**config.mk**
```make
export PLATFORM = sky130hd
export DESIGN_NAME = transaction_stream_parser
export DESIGN_NICKNAME = d
export VERILOG_FILES = /design/src/rtl/core/tsp_pkg.sv /design/src/rtl/core/tsp_parse.sv /design/src/rtl/core/transaction_stream_parser.sv
export SDC_FILE = /design/constraint.sdc
export NUM_CORES = 1
export LEC_CHECK = 0
export ABC_AREA = 1
export BUFFER_PORTS_ARGS = -buffer_cell sky130_fd_sc_hd__clkbuf_2
export CORE_MARGIN = 3
export CORE_UTILIZATION = 55
export DETAILED_ROUTE_END_ITERATION = 6
export PLACE_DENSITY = 0.82
export SYNTH_ARGS = -nofsm -noshare
export SYNTH_HDL_FRONTEND = slang
export SYNTH_HIERARCHICAL = 1
export SYNTH_SLANG_ARGS = --single-unit
```
**constraint.sdc**
```tcl
create_clock -name clock -period 29 [get_ports clock]
set_input_delay 8.7 -clock clock [delete_from_list [all_inputs] [get_ports clock]]
set_output_delay 8.7 -clock clock [all_outputs]
set_load 0.005 [all_outputs]
```
**src/rtl/core/tsp_pkg.sv**
```systemverilog
// Shared types and constants for the transaction stream parser.
// No dependencies; imported by every module of the block.
package tsp_pkg;

   // Widest string length accepted in a length prefix (16..64)
   localparam int LENGTH_BITS = 64;
   localparam logic [63:0] LEN_MASK =
      (LENGTH_BITS >= 64) ? {64{1'b1}} : ((64'd1 << LENGTH_BITS) - 64'd1);

   // Trailer marker, first byte in the low lane
   localparam logic [63:0] MARKER_WORD = 64'h3142_432D_4252_414C;
   localparam logic [63:0] MARKER_LEN  = 64'd8;

   typedef enum logic [17:0] {
      PH_VERSION     = 18'd1,
      PH_IN_COUNT    = 18'd2,
      PH_ID_LEN      = 18'd4,
      PH_ID_DATA     = 18'd8,
      PH_OUT_INDEX   = 18'd16,
      PH_KEY_LEN     = 18'd32,
      PH_KEY_DATA    = 18'd64,
      PH_SIG_LEN     = 18'd128,
      PH_SIG_DATA    = 18'd256,
      PH_OUT_COUNT   = 18'd512,
      PH_AMOUNT      = 18'd1024,
      PH_SCRIPT_LEN  = 18'd2048,
      PH_SCRIPT_DATA = 18'd4096,
      PH_MARK_LEN    = 18'd8192,
      PH_MARK_DATA   = 18'd16384,
      PH_CB_LEN      = 18'd32768,
      PH_CB_DATA     = 18'd65536,
      PH_DONE        = 18'd131072
   } phase_type;

   typedef enum logic [4:0] {
      KIND_VERSION     = 5'd0,
      KIND_IN_COUNT    = 5'd1,
      KIND_ID_LEN      = 5'd2,
      KIND_ID_DATA     = 5'd3,
      KIND_OUT_INDEX   = 5'd4,
      KIND_KEY_LEN     = 5'd5,
      KIND_KEY_DATA    = 5'd6,
      KIND_SIG_LEN     = 5'd7,
      KIND_SIG_DATA    = 5'd8,
      KIND_OUT_COUNT   = 5'd9,
      KIND_AMOUNT      = 5'd10,
      KIND_SCRIPT_LEN  = 5'd11,
      KIND_SCRIPT_DATA = 5'd12,
      KIND_MARK_LEN    = 5'd13,
      KIND_MARK_DATA   = 5'd14,
      KIND_CB_LEN      = 5'd15,
      KIND_CB_DATA     = 5'd16,
      KIND_TRAILING    = 5'd17,
      KIND_DISCARD     = 5'd18
   } field_kind_type;

   typedef enum logic [2:0] {
      ST_BUSY       = 3'd0,
      ST_ACCEPTED   = 3'd1,
      ST_TRUNCATED  = 3'd2,
      ST_STR_TRUNC  = 3'd3,
      ST_BAD_MARKER = 3'd4,
      ST_EMPTY_CB   = 3'd5,
      ST_EXTRA      = 3'd6,
      ST_DISCARDING = 3'd7
   } status_type;

   typedef struct packed {
      field_kind_type field_kind;
      logic [63:0]    entry_index;
      logic [63:0]    field_value;
      logic           value_valid;
      status_type     status;
      logic           tx_done;
   } result_type;

   function automatic field_kind_type phase_kind(input phase_type ph);
      field_kind_type k;
      unique case (ph)
         PH_VERSION:     k = KIND_VERSION;
         PH_IN_COUNT:    k = KIND_IN_COUNT;
         PH_ID_LEN:      k = KIND_ID_LEN;
         PH_ID_DATA:     k = KIND_ID_DATA;
         PH_OUT_INDEX:   k = KIND_OUT_INDEX;
         PH_KEY_LEN:     k = KIND_KEY_LEN;
         PH_KEY_DATA:    k = KIND_KEY_DATA;
         PH_SIG_LEN:     k = KIND_SIG_LEN;
         PH_SIG_DATA:    k = KIND_SIG_DATA;
         PH_OUT_COUNT:   k = KIND_OUT_COUNT;
         PH_AMOUNT:      k = KIND_AMOUNT;
         PH_SCRIPT_LEN:  k = KIND_SCRIPT_LEN;
         PH_SCRIPT_DATA: k = KIND_SCRIPT_DATA;
         PH_MARK_LEN:    k = KIND_MARK_LEN;
         PH_MARK_DATA:   k = KIND_MARK_DATA;
         PH_CB_LEN:      k = KIND_CB_LEN;
         PH_CB_DATA:     k = KIND_CB_DATA;
         default:        k = KIND_TRAILING;
      endcase
      return k;
   endfunction

endpackage

```
**src/rtl/core/tsp_parse.sv**
```systemverilog
// Parser state registers and the per-byte update logic.
// Depends on tsp_pkg; the state advances only when step is high.
module tsp_parse
   import tsp_pkg::*;
(
   input  logic       clock,
   input  logic       reset,
   input  logic       step,
   input  logic [7:0] data_byte,
   input  logic       end_of_tx,
   output result_type result
);

   phase_type              phase_ff, phase_in;
   logic [2:0]             cnt_ff, cnt_in;
   logic [63:0]            accum_ff, accum_in;
   logic [LENGTH_BITS-1:0] str_rem_ff, str_rem_in;
   logic [63:0]            ent_rem_ff, ent_rem_in;
   logic [63:0]            ent_ctr_ff, ent_ctr_in;
   logic                   mismatch_ff, mismatch_in;
   logic                   err_ff, err_in;

   logic [63:0]            acc_new;
   logic [LENGTH_BITS-1:0] rem_after;
   logic [2:0]             mark_pos;
   logic                   fixed_done;
   logic                   end_str;
   phase_type              str_phase;
   status_type             err_code;
   phase_type              start_phase;
   logic                   start_str;

   always_comb begin
      phase_in    = phase_ff;
      cnt_in      = cnt_ff;
      accum_in    = accum_ff;
      str_rem_in  = str_rem_ff;
      ent_rem_in  = ent_rem_ff;
      ent_ctr_in  = ent_ctr_ff;
      mismatch_in = mismatch_ff;
      err_in      = err_ff;

      result.field_kind  = KIND_DISCARD;
      result.entry_index = '0;
      result.field_value = '0;
      result.value_valid = 1'b0;
      result.status      = ST_BUSY;
      result.tx_done     = 1'b0;

      acc_new = accum_ff;
      acc_new[{cnt_ff, 3'b000} +: 8] = data_byte;
      fixed_done = (phase_ff == PH_VERSION || phase_ff == PH_OUT_INDEX) ?
                   (cnt_ff == 3'd3) : (cnt_ff == 3'd7);
      rem_after  = (str_rem_ff == '0) ? '0 : str_rem_ff - 1'b1;
      mark_pos   = 3'(3'd0 - str_rem_ff[2:0]);

      end_str     = 1'b0;
      str_phase   = phase_ff;
      start_str   = 1'b0;
      start_phase = phase_ff;
      err_code    = ST_BUSY;

      if (err_ff) begin
         result.status = ST_DISCARDING;
      end else begin
         result.field_kind = phase_kind(phase_ff);
         if (phase_ff == PH_ID_LEN || phase_ff == PH_ID_DATA ||
             phase_ff == PH_OUT_INDEX || phase_ff == PH_KEY_LEN ||
             phase_ff == PH_KEY_DATA || phase_ff == PH_SIG_LEN ||
             phase_ff == PH_SIG_DATA || phase_ff == PH_AMOUNT ||
             phase_ff == PH_SCRIPT_LEN || phase_ff == PH_SCRIPT_DATA)
            result.entry_index = ent_ctr_ff;

         unique case (phase_ff)
            PH_VERSION, PH_IN_COUNT, PH_ID_LEN, PH_OUT_INDEX, PH_KEY_LEN,
            PH_SIG_LEN, PH_OUT_COUNT, PH_AMOUNT, PH_SCRIPT_LEN, PH_MARK_LEN,
            PH_CB_LEN: begin
               if (fixed_done) begin
                  result.field_value = acc_new;
                  result.value_valid = 1'b1;
                  cnt_in   = '0;
                  accum_in = '0;
                  unique case (phase_ff)
                     PH_VERSION:    phase_in = PH_IN_COUNT;
                     PH_OUT_INDEX:  phase_in = PH_KEY_LEN;
                     PH_AMOUNT:     phase_in = PH_SCRIPT_LEN;
                     PH_IN_COUNT: begin
                        ent_rem_in = acc_new;
                        ent_ctr_in = '0;
                        phase_in   = (acc_new == '0) ? PH_OUT_COUNT : PH_ID_LEN;
                     end
                     PH_OUT_COUNT: begin
                        ent_rem_in = acc_new;
                        ent_ctr_in = '0;
                        phase_in   = (acc_new == '0) ? PH_MARK_LEN : PH_AMOUNT;
                     end
                     PH_ID_LEN: begin
                        start_str   = 1'b1;
                        start_phase = PH_ID_DATA;
                     end
                     PH_KEY_LEN: begin
                        start_str   = 1'b1;
                        start_phase = PH_KEY_DATA;
                     end
                     PH_SIG_LEN: begin
                        start_str   = 1'b1;
                        start_phase = PH_SIG_DATA;
                     end
                     PH_SCRIPT_LEN: begin
                        start_str   = 1'b1;
                        start_phase = PH_SCRIPT_DATA;
                     end
                     PH_MARK_LEN: begin
                        mismatch_in = (acc_new != MARKER_LEN);
                        start_str   = 1'b1;
                        start_phase = PH_MARK_DATA;
                     end
                     default: begin
                        if (acc_new == '0) begin
                           err_code = ST_EMPTY_CB;
                        end else begin
                           start_str   = 1'b1;
                           start_phase = PH_CB_DATA;
                        end
                     end
                  endcase
               end else begin
                  cnt_in   = cnt_ff + 3'd1;
                  accum_in = acc_new;
               end
            end
            PH_ID_DATA, PH_KEY_DATA, PH_SIG_DATA, PH_SCRIPT_DATA, PH_MARK_DATA,
            PH_CB_DATA: begin
               if (phase_ff == PH_MARK_DATA && !mismatch_ff &&
                   data_byte != MARKER_WORD[{mark_pos, 3'b000} +: 8])
                  mismatch_in = 1'b1;
               str_rem_in = rem_after;
               end_str    = (rem_after == '0);
               str_phase  = phase_ff;
            end
            default: begin
               result.field_kind = KIND_TRAILING;
               err_code = ST_EXTRA;
            end
         endcase

         if (start_str) begin
            if ((acc_new & ~LEN_MASK) != '0) begin
               err_code = ST_STR_TRUNC;
            end else begin
               str_rem_in = acc_new[LENGTH_BITS-1:0];
               if (acc_new == '0) begin
                  end_str   = 1'b1;
                  str_phase = start_phase;
               end else begin
                  phase_in = start_phase;
               end
            end
         end

         if (end_str) begin
            unique case (str_phase)
               PH_ID_DATA:  phase_in = PH_OUT_INDEX;
               PH_KEY_DATA: phase_in = PH_SIG_LEN;
               PH_SIG_DATA, PH_SCRIPT_DATA: begin
                  ent_ctr_in = ent_ctr_ff + 64'd1;
                  ent_rem_in = ent_rem_ff - 64'd1;
                  if (str_phase == PH_SIG_DATA)
                     phase_in = (ent_rem_ff == 64'd1) ? PH_OUT_COUNT : PH_ID_LEN;
                  else
                     phase_in = (ent_rem_ff == 64'd1) ? PH_MARK_LEN : PH_AMOUNT;
               end
               PH_MARK_DATA: begin
                  if (mismatch_in)
                     err_code = ST_BAD_MARKER;
                  else
                     phase_in = PH_CB_LEN;
               end
               default: phase_in = PH_DONE;
            endcase
         end

         if (err_code != ST_BUSY) begin
            result.status  = err_code;
            result.tx_done = 1'b1;
            err_in         = 1'b1;
         end else if (end_of_tx) begin
            result.tx_done = 1'b1;
            if ((phase_in == PH_MARK_LEN && cnt_in == '0) || phase_in == PH_DONE)
               result.status = ST_ACCEPTED;
            else if (phase_in == PH_ID_DATA || phase_in == PH_KEY_DATA ||
                     phase_in == PH_SIG_DATA || phase_in == PH_SCRIPT_DATA ||
                     phase_in == PH_MARK_DATA || phase_in == PH_CB_DATA)
               result.status = ST_STR_TRUNC;
            else
               result.status = ST_TRUNCATED;
         end
      end

      // last byte of a transaction: back to the start for the next one
      if (end_of_tx) begin
         result.tx_done = 1'b1;
         phase_in    = PH_VERSION;
         cnt_in      = '0;
         accum_in    = '0;
         str_rem_in  = '0;
         ent_rem_in  = '0;
         ent_ctr_in  = '0;
         mismatch_in = 1'b0;
         err_in      = 1'b0;
      end
   end

   always_ff @(posedge clock) begin
      if (reset) begin
         phase_ff    <= PH_VERSION;
         cnt_ff      <= '0;
         accum_ff    <= '0;
         str_rem_ff  <= '0;
         ent_rem_ff  <= '0;
         ent_ctr_ff  <= '0;
         mismatch_ff <= 1'b0;
         err_ff      <= 1'b0;
      end else if (step) begin
         phase_ff    <= phase_in;
         cnt_ff      <= cnt_in;
         accum_ff    <= accum_in;
         str_rem_ff  <= str_rem_in;
         ent_rem_ff  <= ent_rem_in;
         ent_ctr_ff  <= ent_ctr_in;
         mismatch_ff <= mismatch_in;
         err_ff      <= err_in;
      end
   end

endmodule

```
**src/rtl/core/transaction_stream_parser.sv**
```systemverilog
// Top level of the transaction stream parser: request register, parser, result register.
// Depends on tsp_pkg and tsp_parse.
//
//   channel | direction | handshake        | payload
//   req     | in        | req_valid/ready  | data_byte, end_of_tx
//   rsp     | out       | rsp_valid/ready  | field_kind, entry_index, field_value,
//           |           |                  | value_valid, status, tx_done
//
// One request a cycle sustained while rsp_ready is high; each result goes from its
// request through the request register, then parser logic into the result register.
// Synchronous reset clears the parser state and both valid flags.
// A stalled result holds in its register; the request register takes one more request
// only if it is empty and passes it on as soon as the result slot frees.
module transaction_stream_parser
   import tsp_pkg::*;
(
   input  logic        clock,
   input  logic        reset,
   input  logic        req_valid,
   output logic        req_ready,
   input  logic [7:0]  req_data_byte,
   input  logic        req_end_of_tx,
   output logic        rsp_valid,
   input  logic        rsp_ready,
   output logic [4:0]  rsp_field_kind,
   output logic [63:0] rsp_entry_index,
   output logic [63:0] rsp_field_value,
   output logic        rsp_value_valid,
   output logic [2:0]  rsp_status,
   output logic        rsp_tx_done
);

   logic       in_valid_ff;
   logic [7:0] in_byte_ff;
   logic       in_end_ff;
   logic       rsp_valid_ff;
   result_type rsp_ff;
   result_type step_result;
   logic       move;

   assign move      = in_valid_ff && (!rsp_valid_ff || rsp_ready);
   assign req_ready = !in_valid_ff || move;

   tsp_parse u_parse (
      .clock     (clock),
      .reset     (reset),
      .step      (move),
      .data_byte (in_byte_ff),
      .end_of_tx (in_end_ff),
      .result    (step_result)
   );

   always_ff @(posedge clock) begin
      if (reset) begin
         in_valid_ff  <= 1'b0;
         rsp_valid_ff <= 1'b0;
      end else begin
         in_valid_ff  <= (req_valid && req_ready) || (in_valid_ff && !move);
         rsp_valid_ff <= move || (rsp_valid_ff && !rsp_ready);
      end
   end

   always_ff @(posedge clock) begin
      if (req_valid && req_ready) begin
         in_byte_ff <= req_data_byte;
         in_end_ff  <= req_end_of_tx;
      end
      if (move)
         rsp_ff <= step_result;
   end

   assign rsp_valid       = rsp_valid_ff;
   assign rsp_field_kind  = rsp_ff.field_kind;
   assign rsp_entry_index = rsp_ff.entry_index;
   assign rsp_field_value = rsp_ff.field_value;
   assign rsp_value_valid = rsp_ff.value_valid;
   assign rsp_status      = rsp_ff.status;
   assign rsp_tx_done     = rsp_ff.tx_done;

endmodule

```
==> key figures <==
STA
  • Sum of negative setup slack: 0 ns
  • Final count of hold timing violations: 0
  • Final worst path period share: 61.4%
  • Setup skew after layout: 0.0258 ns
  • Slew of the pin with the lowest slew margin: 1.24 ns
  • Number of setup violations in the final report: 0
  • RSZ-0062 raised after global routing: no
  • Headroom to the max-slew limit: 17.2%
  • Achievable frequency: 56.2 MHz
  • Max-slew violation count: 0
  • Minimum clock period: 17.79 ns

Clocking
  • Number of post-CTS setup repair buffers: 0
  • Clock insertion delay at the later pin of the skew report: 0.61 ns
  • Clock buffer count from CTS: 48
  • Level count of the clock H-tree: 2
  • Post-CTS Resized: 0
  • Max Root-Sink Buffers: 3
  • Clock net sink count: 428
  • Hold_buf cts: 0
  • Clk Tree Root Cell: sky130_fd_sc_hd__clkbuf_16
  • CTS tree: built
  • Clock transition time at the flip-flop clock pins of the worst setup and hold paths: 0.06 ns

Setup path
  • Kind of start point of the critical path: input port
  • Critical path start-end classification: in -> out
  • Largest fanout of any net on the critical path: 3
  • CP Data Required Time: 20.30 ns
  • Worst Path Arrival: 9.09 ns
  • Critical Path Sink Type: output port

Routing
  • Overall via count from detail_route: 29200
  • Drt initial violations: 4004
  • Average via count per standard cell: 5.95
  • Routed wire per std cell: 19.5 um
  • Pre-antenna DRT Iters: 6
  • Post-route met1 wirelength: 37.7 mm
  • Met2 wire length: 41.5 mm
  • Total detailed-routing wirelength: 95.5 mm
  • Highest routed layer: met4
  • Number of DRC violations after detailed routing: 0
  • Detail Route Antenna Nets: 0
  • Total met3 wirelength after detailed routing: 10.7 mm

Power
  • Total power: 2.40 mW
  • Worst vdd ir: 0.0000658 V
  • Total power divided by cell area: 80.1 mW/mm2
  • Leakage power of the design: 12.8 nW

Synth
  • Cells after Synth: 4183
  • Number of enable-type register cells in the synthesized netlist: 147
  • Flip-flop and latch count after synthesis: 428
  • Share of the synthesized area in the top cell type: 20.6%
  • Fraction of registers with async set/reset: 0%
  • Mapped Nets: 4210
  • Post-Synthesis Mean Instance Area: 6.52 um2
  • Cell area after technology mapping: 0.0273 mm2
  • Synth top area cells: sky130_fd_sc_hd__dfxtp_1, sky130_fd_sc_hd__edfxtp_1, sky130_fd_sc_hd__nand2_1
  • Unique cell type count in the Yosys netlist: 56
  • Sequential share of the synthesized area: 36.8%
  • Post-synth top flop: sky130_fd_sc_hd__dfxtp_1
  • Cell type with the largest total area after synthesis: sky130_fd_sc_hd__dfxtp_1
  • Yosys warning count: 6

Place
  • I/O Buffers: 152
  • Standard cell area after detailed placement: 0.0282 mm2
  • Detailed placer's ending HPWL: 68.2 mm
  • Final estimated routing congestion in global placement: 1.01

Job
  • Max-Cap Viols: 0

Hold path
  • Class of the most critical hold timing path: reg -> reg

Global routing
  • Number of antenna violations at the first check in global routing: 0
  • Total Routing Usage GR: 35.1%
  • Maximum number of pins on one net before global-route repair: 129
  • Number of global-route vias before repair: 26100
  • First-pass GRT wire length: 147 mm
  • Global route total overflow: 0

Layout
  • Post-route cell area: 0.0299 mm2
  • Number of antenna diodes: 0
  • Area added between synthesis and finish: 9.67%
  • Most frequent standard cell in the layout excluding fill and tap cells: sky130_fd_sc_hd__nand2_1
  • Proportion of layout cells with a drive suffix above 1: 8.24%
  • Total Nets Final: 4235
  • Top library cells by usage in the layout, fill and taps aside: sky130_fd_sc_hd__nand2_1, sky130_fd_sc_hd__nor2_1, sky130_fd_sc_hd__inv_1
  • Filler cell count: 4543
  • Fin util: 61.9%

Die
  • Placeable core area: 0.0483 mm2
  • Rows: 80
  • Die ar.: 0.0523 mm2
  • Initial standard-cell utilization of the core: 56.4%
  • Height of the die: 229 um
  • Horizontal extent of the die: 229 um
  • Number of top-level pins: 153

Run status
  • Outcome: finished clean
## metrics by stage
step	hold WS, ns	setup WS, ns	std cells
2_1_floorplan	0.430	10.60	4183
3_3_place_gp	0.440	11.21	4814
3_5_place_dp	0.445	11.20	4814
4_1_cts	0.453	11.20	4903
5_1_grt	0.469	11.18	4903
6_report	0.454	11.21	4903
## worst paths after layout
| check | from | end | slack [ns] | depth (start not counted) |
|---|---|---|---|---|
| setup reg to reg | u_parse/cnt_ff[1] | u_parse/ent_ctr_ff[36] | 21.14 | 26 |
| setup / recovery | rsp_ready | req_ready | 11.21 | 4 |
| hold reg to reg | u_parse/accum_ff[22] | u_parse/accum_ff[22] | 0.45 | 2 |
| hold / removal | u_parse/accum_ff[22] | u_parse/accum_ff[22] | 0.45 | 2 |
## final cells by class
cell class / instances / area [um2] / share of cell area (%)
Clock buffer: 58 / 1300 / 4.35
Clock inverter: 31 / 373 / 1.25
Inverter: 447 / 1680 / 5.63
Multi-Input combinational cell: 3107 / 14800 / 49.3
Sequential cell: 428 / 10000 / 33.6
Tap cell: 656 / 821 / 2.74
Timing Repair Buffer: 176 / 947 / 3.17
## registers in the layout, indices dropped and copies added (netlist names), 3 cells and up
register            count
rsp_field_kind          5
u_parse/str_rem_ff     64
rsp_entry_index        64
u_parse/ent_ctr_ff     64
u_parse/accum_ff       64
rsp_status              3
u_parse/ent_rem_ff     64
u_parse/phase_ff       18
u_parse/cnt_ff          3
rsp_field_value        64
in_byte_ff              8
## where the power goes
group,switching [mW],internal (mW)
clock network,0.267,0.384
registers,0.0222,0.643
logic,0.778,0.302
## synthesized netlist by cell type (15+ instances only)
cell and instances:
sky130_fd_sc_hd__a21oi_1 345, sky130_fd_sc_hd__buf_1 15, sky130_fd_sc_hd__buf_2 31, sky130_fd_sc_hd__clkbuf_1 139, sky130_fd_sc_hd__dfxtp_1 281, sky130_fd_sc_hd__edfxtp_1 147
sky130_fd_sc_hd__inv_1 426, sky130_fd_sc_hd__inv_2 20, sky130_fd_sc_hd__nand2_1 1023, sky130_fd_sc_hd__nand3_1 313, sky130_fd_sc_hd__nand4_1 69, sky130_fd_sc_hd__nor2_1 612
sky130_fd_sc_hd__nor2_2 18, sky130_fd_sc_hd__nor3_1 157, sky130_fd_sc_hd__nor4_1 26, sky130_fd_sc_hd__o211ai_1 134, sky130_fd_sc_hd__o21ai_0 195, sky130_fd_sc_hd__o21ai_1 27
sky130_fd_sc_hd__o22ai_1 17, sky130_fd_sc_hd__xnor2_1 20, sky130_fd_sc_hd__xor2_1 45
## cell families (layout without fill, tap and decap cells)
logic type	count (synthesis)	in the layout	synth area share, %
AND/OR/NAND/NOR	2276	2276	35.6
AO/OA/AOI/OAI	752	752	15.5
buffers and inverters	648	712	9.41
flip-flops	428	428	36.8
XOR/XNOR	65	65	2.09
adder cells (fa/ha/maj)	14	14	0.642
## worst max-delay path, stage by stage
cell	delay (ns)
sky130_fd_sc_hd__clkbuf_2	0.08
sky130_fd_sc_hd__inv_2	0.09
sky130_fd_sc_hd__nand3_2	0.10
sky130_fd_sc_hd__clkbuf_2	0.13
## metal layers
metal,up-vias,global-route usage (%)
met2,1636,53.4
met3,326,8.01
met5,-,0
met4,0,18.8
li1,13900,-
met1,13300,46.6
(Power assumes the default switching activity.)
